## src/rtl/upcs_pkg.sv

```systemverilog
// Shared types, character codes and helpers for the URI path component splitter.
package upcs_pkg;

	localparam logic [7:0] CH_PERCENT = 8'h25;
	localparam logic [7:0] CH_SLASH   = 8'h2f;
	localparam logic [3:0] HEX_TEN    = 4'ha;

	localparam int QDEPTH   = 4;
	localparam int QPTR_W   = $clog2(QDEPTH);
	localparam int QCOUNT_W = $clog2(QDEPTH + 1);

	typedef enum logic [1:0] {
		KIND_DATA = 2'd0,
		KIND_COMP = 2'd1,
		KIND_URI  = 2'd2
	} upcs_kind_t;

	// Everything one input beat produces, in compact form:
	// data bytes first, then an optional component end, then an optional URI end.
	typedef struct packed {
		logic [1:0]  dcnt;
		logic [7:0]  data0;
		logic [7:0]  data1;
		logic        close;
		logic        uri_end;
		logic [5:0]  idx;
		logic [12:0] len;
		logic [5:0]  count;
	} upcs_rec_t;

	function automatic logic [3:0] hex_val(input logic [7:0] c);
		logic [3:0] v;
		v = 4'd0;
		if (c >= 8'h30 && c <= 8'h39)
			v = c[3:0];
		else if ((c >= 8'h61 && c <= 8'h66) || (c >= 8'h41 && c <= 8'h46))
			v = 4'(c[3:0] - 4'd1) + HEX_TEN;
		return v;
	endfunction

endpackage

```

## src/rtl/upcs_front.sv

```systemverilog
// Front end: tracks component state per character and builds one result record per beat.
module upcs_front #(
	parameter int COMP_LIMIT = 63,
	parameter int LEN_CAP    = 4096
) (
	input  logic                clk,
	input  logic                arst_n,
	input  logic                accept,
	input  logic                has_char,
	input  logic [7:0]          char_in,
	input  logic                end_of_uri,
	output logic                push,
	output upcs_pkg::upcs_rec_t rec
);
	import upcs_pkg::*;

	logic        at_start_q, comp_open_q;
	logic [1:0]  pend_cnt_q;
	logic [7:0]  pend_char_q;
	logic [5:0]  comp_cnt_q;
	logic [12:0] len_q;

	logic        n_at, n_open, skip, do_close;
	logic [1:0]  n_pc;
	logic [7:0]  n_pch;
	logic [5:0]  n_cc;
	logic [12:0] n_len;
	logic [5:0]  lim;
	logic [12:0] cap;

	assign lim = 6'(COMP_LIMIT);
	assign cap = 13'(LEN_CAP);

	always_comb begin
		n_at     = at_start_q;
		n_open   = comp_open_q;
		n_pc     = pend_cnt_q;
		n_pch    = pend_char_q;
		n_cc     = comp_cnt_q;
		n_len    = len_q;
		skip     = 1'b0;
		do_close = 1'b0;
		rec      = '0;
		rec.idx  = comp_cnt_q;

		if (has_char) begin
			if (n_at) begin
				n_at = 1'b0;
				skip = (char_in == CH_SLASH);
			end
			if (!skip) begin
				if (char_in == CH_SLASH) begin
					do_close = n_open || (n_cc < lim);
				end else begin
					if (!n_open && (n_cc < lim)) begin
						n_open = 1'b1;
						n_len  = '0;
						n_pc   = 2'd0;
					end
					if (n_open) begin
						unique case (n_pc)
							2'd1: begin
								n_pch = char_in;
								n_pc  = 2'd2;
							end
							2'd2: begin
								rec.dcnt  = 2'd1;
								rec.data0 = {hex_val(n_pch), hex_val(char_in)};
								n_pc      = 2'd0;
								if (n_len < cap)
									n_len = n_len + 13'd1;
							end
							default: begin
								if (char_in == CH_PERCENT) begin
									n_pc = 2'd1;
								end else begin
									rec.dcnt  = 2'd1;
									rec.data0 = char_in;
									if (n_len < cap)
										n_len = n_len + 13'd1;
								end
							end
						endcase
					end
				end
			end
		end

		if (end_of_uri && n_open)
			do_close = 1'b1;

		if (do_close) begin
			// short escape: flush '%' and the held character literally
			if (n_pc != 2'd0) begin
				rec.dcnt  = 2'd1;
				rec.data0 = CH_PERCENT;
				if (n_len < cap)
					n_len = n_len + 13'd1;
			end
			if (n_pc == 2'd2) begin
				rec.dcnt  = 2'd2;
				rec.data1 = n_pch;
				if (n_len < cap)
					n_len = n_len + 13'd1;
			end
			rec.close = 1'b1;
			rec.len   = n_len;
			n_pc      = 2'd0;
			n_cc      = n_cc + 6'd1;
			n_open    = 1'b0;
			n_len     = '0;
		end

		if (end_of_uri) begin
			rec.uri_end = 1'b1;
			rec.count   = n_cc;
			n_at        = 1'b1;
			n_open      = 1'b0;
			n_pc        = 2'd0;
			n_pch       = '0;
			n_cc        = '0;
			n_len       = '0;
		end
	end

	assign push = accept && ((rec.dcnt != 2'd0) || rec.close || rec.uri_end);

	always_ff @(posedge clk or negedge arst_n) begin
		if (!arst_n) begin
			at_start_q  <= 1'b1;
			comp_open_q <= 1'b0;
			pend_cnt_q  <= 2'd0;
			pend_char_q <= '0;
			comp_cnt_q  <= '0;
			len_q       <= '0;
		end else if (accept) begin
			at_start_q  <= n_at;
			comp_open_q <= n_open;
			pend_cnt_q  <= n_pc;
			pend_char_q <= n_pch;
			comp_cnt_q  <= n_cc;
			len_q       <= n_len;
		end
	end

	a_pend_needs_open: assert property (@(posedge clk) disable iff (!arst_n)
		(pend_cnt_q != 2'd0) |-> comp_open_q)
		else $error("escape pending without an open component");

endmodule

```

## src/rtl/upcs_queue.sv

```systemverilog
// Short record queue between the front end and the output sequencer.
module upcs_queue (
	input  logic                clk,
	input  logic                arst_n,
	input  logic                push,
	input  upcs_pkg::upcs_rec_t wdata,
	output logic                full,
	input  logic                pop,
	output upcs_pkg::upcs_rec_t rdata,
	output logic                empty
);
	import upcs_pkg::*;

	upcs_rec_t             entry_q [QDEPTH];
	logic [QPTR_W-1:0]     wr_ptr_q, rd_ptr_q;
	logic [QCOUNT_W-1:0]   count_q;

	assign full  = (count_q == QCOUNT_W'(QDEPTH));
	assign empty = (count_q == '0);
	assign rdata = entry_q[rd_ptr_q];

	always_ff @(posedge clk) begin
		if (push)
			entry_q[wr_ptr_q] <= wdata;
	end

	always_ff @(posedge clk or negedge arst_n) begin
		if (!arst_n) begin
			wr_ptr_q <= '0;
			rd_ptr_q <= '0;
			count_q  <= '0;
		end else begin
			if (push)
				wr_ptr_q <= wr_ptr_q + QPTR_W'(1);
			if (pop)
				rd_ptr_q <= rd_ptr_q + QPTR_W'(1);
			if (push && !pop)
				count_q <= count_q + QCOUNT_W'(1);
			else if (pop && !push)
				count_q <= count_q - QCOUNT_W'(1);
		end
	end

	a_no_overflow: assert property (@(posedge clk) disable iff (!arst_n)
		push |-> !full)
		else $error("queue written while full");

	a_no_underflow: assert property (@(posedge clk) disable iff (!arst_n)
		pop |-> !empty)
		else $error("queue read while empty");

endmodule

```

## src/rtl/upcs_back.sv

```systemverilog
// Output sequencer: walks the results of the head record, one beat per result.
module upcs_back (
	input  logic                clk,
	input  logic                arst_n,
	input  upcs_pkg::upcs_rec_t rec,
	input  logic                rec_valid,
	output logic                pop,
	output logic                out_valid,
	input  logic                out_stall,
	output logic [1:0]          kind,
	output logic [7:0]          data_byte,
	output logic [5:0]          comp_index,
	output logic [12:0]         comp_length,
	output logic [5:0]          comp_count,
	output logic                last
);
	import upcs_pkg::*;

	logic [1:0] pos_q;
	logic [2:0] total;
	logic       take;
	upcs_kind_t k;

	assign total = 3'(rec.dcnt) + 3'(rec.close) + 3'(rec.uri_end);
	assign out_valid = rec_valid;
	assign last = ({1'b0, pos_q} + 3'd1) == total;
	assign take = out_valid && !out_stall;
	assign pop  = take && last;

	always_comb begin
		k           = KIND_URI;
		data_byte   = '0;
		comp_index  = '0;
		comp_length = '0;
		comp_count  = '0;
		if (pos_q < rec.dcnt) begin
			k          = KIND_DATA;
			data_byte  = (pos_q == 2'd0) ? rec.data0 : rec.data1;
			comp_index = rec.idx;
		end else if (rec.close && (pos_q == rec.dcnt)) begin
			k           = KIND_COMP;
			comp_index  = rec.idx;
			comp_length = rec.len;
		end else begin
			comp_count = rec.count;
		end
	end

	assign kind = k;

	always_ff @(posedge clk or negedge arst_n) begin
		if (!arst_n)
			pos_q <= '0;
		else if (pop)
			pos_q <= '0;
		else if (take)
			pos_q <= pos_q + 2'd1;
	end

	a_pos_in_range: assert property (@(posedge clk) disable iff (!arst_n)
		rec_valid |-> ({1'b0, pos_q} < total))
		else $error("sequencer position beyond record");

	a_pos_idle_zero: assert property (@(posedge clk) disable iff (!arst_n)
		!rec_valid |-> (pos_q == 2'd0))
		else $error("sequencer position nonzero with no record");

endmodule

```

## src/rtl/uri_path_component_splitter.sv

```systemverilog
// Top level of the URI path component splitter with percent decoding.
//
//  channel  | valid     | stall     | payload
//  ---------+-----------+-----------+-------------------------------------------------
//  input    | in_valid  | in_stall  | has_char, char_in, end_of_uri
//  output   | out_valid | out_stall | kind, data_byte, comp_index, comp_length,
//           |           |           | comp_count, last
//
// One input beat per cycle while in_stall is low; the front end updates its state in the cycle the beat is taken.
// A beat producing k results (0 to 4) gives k output beats.
// A 4-record queue between front end and output sequencer; in_stall is high only when it is full.
// Output payload comes from the queue head and a registered position, so it holds under stall.
// Reset returns to the start-of-URI state with an empty queue.
module uri_path_component_splitter #(
	parameter int MAX_NAME_COMPONENTS = 64,
	parameter int MAX_COMPONENT_BYTES = 4096
) (
	input  logic        clk,
	input  logic        arst_n,
	input  logic        in_valid,
	output logic        in_stall,
	input  logic        has_char,
	input  logic [7:0]  char_in,
	input  logic        end_of_uri,
	output logic        out_valid,
	input  logic        out_stall,
	output logic [1:0]  kind,
	output logic [7:0]  data_byte,
	output logic [5:0]  comp_index,
	output logic [12:0] comp_length,
	output logic [5:0]  comp_count,
	output logic        last
);
	import upcs_pkg::*;

	localparam int COMP_LIMIT = (MAX_NAME_COMPONENTS - 1 > 63) ? 63 : MAX_NAME_COMPONENTS - 1;
	localparam int LEN_CAP    = (MAX_COMPONENT_BYTES > 8191) ? 8191 : MAX_COMPONENT_BYTES;

	upcs_rec_t front_rec, head_rec;
	logic      push, pop, full, empty, accept;

	assign in_stall = full;
	assign accept   = in_valid && !in_stall;

	upcs_front #(
		.COMP_LIMIT (COMP_LIMIT),
		.LEN_CAP    (LEN_CAP)
	) u_front (
		.clk        (clk),
		.arst_n     (arst_n),
		.accept     (accept),
		.has_char   (has_char),
		.char_in    (char_in),
		.end_of_uri (end_of_uri),
		.push       (push),
		.rec        (front_rec)
	);

	upcs_queue u_queue (
		.clk    (clk),
		.arst_n (arst_n),
		.push   (push),
		.wdata  (front_rec),
		.full   (full),
		.pop    (pop),
		.rdata  (head_rec),
		.empty  (empty)
	);

	upcs_back u_back (
		.clk         (clk),
		.arst_n      (arst_n),
		.rec         (head_rec),
		.rec_valid   (!empty),
		.pop         (pop),
		.out_valid   (out_valid),
		.out_stall   (out_stall),
		.kind        (kind),
		.data_byte   (data_byte),
		.comp_index  (comp_index),
		.comp_length (comp_length),
		.comp_count  (comp_count),
		.last        (last)
	);

endmodule

```

## config.mk

```make
export PLATFORM = sky130hd
export DESIGN_NAME = uri_path_component_splitter
export DESIGN_NICKNAME = d
export VERILOG_FILES = /design/src/rtl/upcs_pkg.sv /design/src/rtl/upcs_front.sv /design/src/rtl/upcs_queue.sv /design/src/rtl/upcs_back.sv /design/src/rtl/uri_path_component_splitter.sv
export SDC_FILE = /design/constraint.sdc
export NUM_CORES = 1
export LEC_CHECK = 0
export BUFFER_PORTS_ARGS = -buffer_cell sky130_fd_sc_hd__buf_2
export CORE_MARGIN = 3
export CORE_UTILIZATION = 43
export CTS_CLUSTER_SIZE = 12
export DETAILED_ROUTE_END_ITERATION = 10
export GPL_ROUTABILITY_DRIVEN = 0
export PLACE_DENSITY_LB_ADDON = 0.1
export SYNTH_ARGS = -nofsm -noshare
export SYNTH_HDL_FRONTEND = slang
export SYNTH_SLANG_ARGS = --single-unit
```

## constraint.sdc

```tcl
create_clock -name clk -period 4.7 [get_ports clk]
set_input_delay 0.94 -clock clk [delete_from_list [all_inputs] [get_ports clk]]
set_output_delay 0.94 -clock clk [all_outputs]
set_load 0.02 [all_outputs]
```

==> results of run 1 <==
==> where the power goes <==
group / switching (mW) / internal (mW)
combinational: 1.43 / 1.01
sequential: 0.153 / 2.43
clock: 0.735 / 1.10
total: 2.31 / 4.54
==> metrics by stage <==
stage | instance area [um2] | cells | setup WS, ns
after floorplan | 11240 | 865 | 0.05068
after global placement | 12110 | 1246 | 0.1499
after detailed placement | 12110 | 1246 | 0.07482
after CTS | 12880 | 1289 | 0.1305
after global routing | 12910 | 1289 | 0.03226
final | 12910 | 1289 | 0.2999
==> metal layers <==
layer  part of all wire (%)  wire, um  global-route usage (%)
met1                     43     12150                   27.29
met2                     48     13750                   33.25
met3                    5.6      1601                   2.833
met4                    3.1       885                   6.901
met5                      0         0                       0
==> final cells by class <==
class | instances | area (um2)
Multi-Input combinational cell | 571 | 4566
Clock inverter | 10 | 102.6
Sequential cell | 220 | 6410
Fill cell | 2191 | 12490
Timing Repair Buffer | 97 | 650.6
Clock buffer | 33 | 665.6
Tap cell | 330 | 412.9
Inverter | 28 | 105.1
==> worst max-delay path, cell delays in order, from the launching register on <==
cell	delay, ns
dfrtp_1	0.38
ha_1	0.21
nand2_1	0.16
o21ai_2	0.10
nand2_1	0.10
inv_1	0.05
ha_2	0.43
buf_4	0.25
and3_1	0.32
o211ai_1	0.14
o221a_2	0.15
or2_2	0.31
nand2_1	0.12
mux2_2	0.36
ha_1	0.23
inv_1	0.06
nor3_1	0.06
buf_4	0.16
a32oi_1	0.25
xnor2_1	0.11
nor2_1	0.24
==> cell usage in the layout (no fill, tap or decap), types with 23 or more instances in the layout <==
cell type / instances
mux4_2: 45
inv_1: 28
nor2_1: 42
clkbuf_16: 25
a21oi_1: 30
nand2_1: 79
buf_2: 51
dfrtp_1: 37
ha_1: 23
xnor2_1: 24
o21ai_0: 39
buf_4: 42
edfxtp_1: 180
==> repair_timing <==
item                                    CTS  global route
hold buffers                              0             0
gates resized for setup                   0             8
endpoints found under the setup margin    0            32
==> sequential cells by signal, indices dropped and copies added, names as in the netlist <==
| signal | flops |
|---|---|
| u_front.at_start_q | 1 |
| u_front.pend_cnt_q | 2 |
| u_queue.count_q | 3 |
| u_queue.wr_ptr_q | 2 |
| u_front.comp_cnt_q | 6 |
| u_back.pos_q | 2 |
| u_queue.entry_q | 180 |
| u_queue.rd_ptr_q | 2 |
| u_front.comp_open_q | 1 |
| u_front.pend_char_q | 8 |
| u_front.len_q | 13 |
==> how the worst max path moves through the flow <==
stage / cells after the start / from / endpoint
floorplan: 12 / u_queue.rd_ptr_q[0]$_DFFE_PN0P_ / u_queue.count_q[1]$_DFFE_PN0P_
global placement: 14 / char_in[1] / u_queue.entry_q[0][18]$_DFFE_PP_
detailed placement: 16 / char_in[1] / u_queue.entry_q[2][18]$_DFFE_PP_
CTS: 17 / u_front.comp_cnt_q[0]$_DFFE_PN0P_ / u_queue.entry_q[3][18]$_DFFE_PP_
global route: 19 / u_front.comp_cnt_q[1]$_DFFE_PN0P_ / u_queue.entry_q[1][17]$_DFFE_PP_
finish: 20 / u_front.comp_cnt_q[0]$_DFFE_PN0P_ / u_queue.entry_q[1][10]$_DFFE_PP_
==> cell families (layout without fill, tap and decap cells) <==
family	count (synthesis)	count (layout)	share of synthesized area, %
simple gates	272	272	12.77
mux	62	62	10.57
flops	220	220	57.03
compound gates	177	177	11.25
fa+ha+maj	26	26	3.029
xor+xnor	34	34	2.650
buf+inv	74	168	2.706
==> flow_summary.yaml, run 1 <==
routing:
  viasPerCell: 5.945
  routedWlPerCell_um: 22.03
  vias: 7663
  ant_nets: 0
  drtIter0Drc: 672
  drcViolationCount: 0
  drt_first_pass_iters: 7
  routed_wirelength_um: 28390
clock_network:
  cts.sinks: 220
  cts_tree: "done"
  path_clk_slew_ns: 0.06
  clockRootBuffer: "clkbuf_16"
  insertion_delay_ns: 0.51
  htree_levels: 1
  post-cts-setup-buffers: 0
  cts.path.max_buffers: 3
  cts-buffers-inserted: 25
synth:
  yosysTopAreaCell: "edfxtp_1"
  synthTopCellsByArea: "edfxtp_1, mux4_2, dfrtp_1, ha_1, nand2_1"
  synth.most_common_cell: "edfxtp_1"
  synth.distinct_cells: 85
  yosys-top-cells-count: "edfxtp_1, nand2_1, mux4_2"
  synth.top_cell.area_share_pct: 48.11
  synth_ff_type: "edfxtp_1"
  synthArstFlopShare_pct: 18.18
  synth-edff-count: 180
  ys_ff_latch: 220
  synth_seq_area_share_pct: 57.03
  avgSynthCellArea_um2: 12.99
  syn_area_mm2: 0.01124
  syn_inst: 865
  syn-num-nets: 905
  yosysWarnings: 0
min_path:
  worstHoldEndpoint: "u_queue.count_q[2]$_DFFE_PN0P_"
  worstHoldStart: "u_queue.count_q[2]$_DFFE_PN0P_"
  min_path_cells: 1
  hold_path.class: "reg2reg"
finish:
  final_util_pct: 50.84
  fin_nets: 983
  synthToLayoutAreaGrowth_pct: 14.92
  drive_gt1_share_pct: 22.52
  antenna_cells: 0
global_routing:
  grtUsageTotal_pct: 20.03
  grt_max_degree: 46
  grt_first_pass_wirelength_um: 44590
  grt.overflow.total: 0
  antenna_found_initial: 0
  grt_pass1_vias: 7859
critical_path:
  crit_type: "reg2reg"
  reg2reg_slack_ns: 0.30
  path_max_fanout: 16
  critPathRequiredTime_ns: 5.01
  crit_path_end_kind: "flop"
  cp.arrival_ns: 4.71
  r2r_cells: 20
  worst_r2r_endpoint: "u_queue.entry_q[1][10]$_DFFE_PP_"
  cp-start-kind: "flop"
  r2r-start: "u_front.comp_cnt_q[0]$_DFFE_PN0P_"
sta:
  maxSlewViolCount: 0
  setup_viol: 0
  tns_ns: 0
  report.final.hold_viol_count: 0
  finClkSkew_ns: 0.009605
  grt_setup_unrepaired: "no"
  slew_headroom_pct: 28.86
  period_needed_ns: 4.400
  period_share_pct: 93.62
  tightest_slew_ns: 1.065
  clock.fmax_mhz: 227.3
  timing.hold.ws_ns: 0.4921
pwr:
  power_mw: 6.852
  p_leak_nw: 4.647
  p_per_area_mw_per_mm2: 530.6
  ir_drop_uv: 377.1
die:
  core_mm2: 0.02540
  start_util_pct: 44.24
  ios: 52
  dieHeight_um: 167.6
  die_area_mm2: 0.02810
  die_w_um: 167.6
  rows: 58
place:
  numPortBuffers: 51
  place_hpwl_um: 18960
run:
  cap_violations: 0
run_status:
  status: "complete, no violations"
(Power assumes the default switching activity.)
==> inputs of run 2 (changes only) <==
- clock period: 4.7 -> 3.93 ns (I/O delays scaled with it)
==> run 2 against run 1 <==
  * Wire length increased by 3.1%
  * Die area unchanged
  * Clock skew increased by 0.018 ns
  * Total power increased by 20%
  * Register-to-register slack got worse by 0.26 ns
==> flow_summary.yaml, run 2 (same netlist as run 1, synthesis figures left out) <==
global_routing:
  grt_pass1_vias: 8091
  grtUsageTotal_pct: 20.38
  antenna_found_initial: 0
  grt_first_pass_wirelength_um: 45640
  grt.overflow.total: 0
  grt_max_degree: 46
sta:
  period_share_pct: 99.11
  period_needed_ns: 3.895
  slew_headroom_pct: 29.30
  grt_setup_unrepaired: "yes"
  tightest_slew_ns: 1.058
  clock.fmax_mhz: 256.7
  report.final.hold_viol_count: 0
  setup_viol: 0
  maxSlewViolCount: 0
  tns_ns: 0
  finClkSkew_ns: 0.02759
critical_path:
  r2r-start: "u_front.comp_cnt_q[0]$_DFFE_PN0P_"
  path_depth: 17
  worst_r2r_endpoint: "u_queue.entry_q[2][16]$_DFFE_PP_"
  crit_type: "reg2reg"
  cp.arrival_ns: 4.27
  reg2reg_slack_ns: 0.04
  crit_chain: "ha_4, nand2_4, o21ai_4, nand2_2, ha_4, buf_6, o21ai_0, mux2_2, o22a_1, a211o_1, buf_4, a21oi_4, and2_4, nand4_1, xnor2_2, or4_4, nand2_4"
  critical-path-max-stage-delay_ns: 0.51
  critPathRequiredTime_ns: 4.31
  cp.buffers_inverters: 2
  crit_family: "simple AND/OR/NAND/NOR gates"
  critPathCapture: "u_queue.entry_q[2][16]$_DFFE_PP_"
  critPathLaunch: "u_front.comp_cnt_q[0]$_DFFE_PN0P_"
  cp-start-kind: "flop"
  crit_path_end_kind: "flop"
  r2r_cells: 17
  crit_slowest_cell: "or4_4"
  path_max_fanout: 6
routing:
  drtIter0Drc: 810
  vias: 8023
  routed_wirelength_um: 29260
  drt_first_pass_iters: 5
  routedWlPerCell_um: 21.33
  ant_nets: 0
  drcViolationCount: 0
  viasPerCell: 5.848
finish:
  largest_registers: "u_queue.entry_q (180), u_front.len_q (13), u_front.pend_char_q (8)"
  multiInputGateArea_mm2: 0.004881
  fin_nets: 1064
  antenna_cells: 0
  layout_commonest_cell: "edfxtp_1"
  drive_gt1_share_pct: 33.49
  seq_area_mm2: 0.006415
  stdcell_count: 1372
  final_util_pct: 54.63
  largest_register_ffs: 180
  nFillCells: 2128
  finalInstanceArea_mm2: 0.01387
  synthToLayoutAreaGrowth_pct: 23.49
  top_register: "u_queue.entry_q"
  final_cell_mix: "edfxtp_1, buf_4, nand2_1"
clock_network:
  cts.path.max_buffers: 3
  clockRootBuffer: "clkbuf_16"
  insertion_delay_ns: 0.51
  hold_buffers: 0
  cts_tree: "done"
  cts.sinks: 220
  cts-buffers-inserted: 24
  path_clk_slew_ns: 0.06
  htree_levels: 1
die:
  core_mm2: 0.02540
  die_area_mm2: 0.02810
  dieHeight_um: 167.6
  die_w_um: 167.6
  start_util_pct: 44.24
  ios: 52
  rows: 58
pwr:
  p_per_area_mw_per_mm2: 594.0
  p_leak_nw: 5.150
  power_mw: 8.241
  ir_drop_uv: 408.3
place:
  numPortBuffers: 51
  place_area_mm2: 0.01274
  place_hpwl_um: 19630
  dp.cells: 1309
run:
  cap_violations: 0
run_status:
  status: "complete, no violations"
min_path:
  hold_path.class: "in2async"
==> run 2: changes by cell type in the layout (fill, tap and decap cells not counted), moves of 5 or more <==
cell	change
buf_4	+76
ha_1	-5
nor2_1	-6
nand2_1	-6
nor2_2	+5
==> run 2: cell type report <==
cell class	instances	share of cell area [%]
clock inverters	6	0.4148
repair buffers	179	9.415
inverters	28	0.7755
clock buffers	38	5.005
well taps	330	2.976
flip-flops and latches	220	46.23
multi-input cells	571	35.18
==> run 2: worst min-delay path by stage <==
stage / startpoint / endpoint / slack [ns] / cells past startpoint
global placement: u_queue.count_q[2]$_DFFE_PN0P_ / u_queue.count_q[2]$_DFFE_PN0P_ / 0.47 / 1
finish: arst_n / u_queue.wr_ptr_q[1]$_DFFE_PN0P_ / 0.45 / 1
CTS: arst_n / u_queue.wr_ptr_q[1]$_DFFE_PN0P_ / 0.47 / 1
detailed placement: u_queue.count_q[2]$_DFFE_PN0P_ / u_queue.count_q[2]$_DFFE_PN0P_ / 0.48 / 1
floorplan: u_queue.count_q[2]$_DFFE_PN0P_ / u_queue.count_q[2]$_DFFE_PN0P_ / 0.45 / 1
global route: arst_n / u_queue.wr_ptr_q[1]$_DFFE_PN0P_ / 0.51 / 1
==> run 2: through the flow <==
step | setup WS, ns | hold slack (ns)
floorplan | -0.02996 | 0.4471
global placement | -0.08847 | 0.4651
detailed placement | -0.1191 | 0.4844
CTS | 0.02836 | 0.4704
global route | -0.1300 | 0.5081
finish | 0.03504 | 0.4508
==> run 2: where the power goes <==
part / internal [mW] / total (mW) / switching, mW / leakage (nW)
Clock: 1.27 / 2.13 / 0.852 / 0.367
Combinational: 1.29 / 3.06 / 1.77 / 2.57
Sequential: 2.90 / 3.05 / 0.151 / 2.21
==> run 2: routing by layer <==
layer	GRT usage [%]	share of wire [%]
met5	0	0
met4	5.692	2.8
met3	2.502	5.5
met2	33.02	48
met1	29.32	44
==> run 2: what timing repair did <==
action,CTS,global route
setup buffers,3,17
endpoints found under the setup margin,20,52
pin swaps,1,34
gates resized for setup,5,56
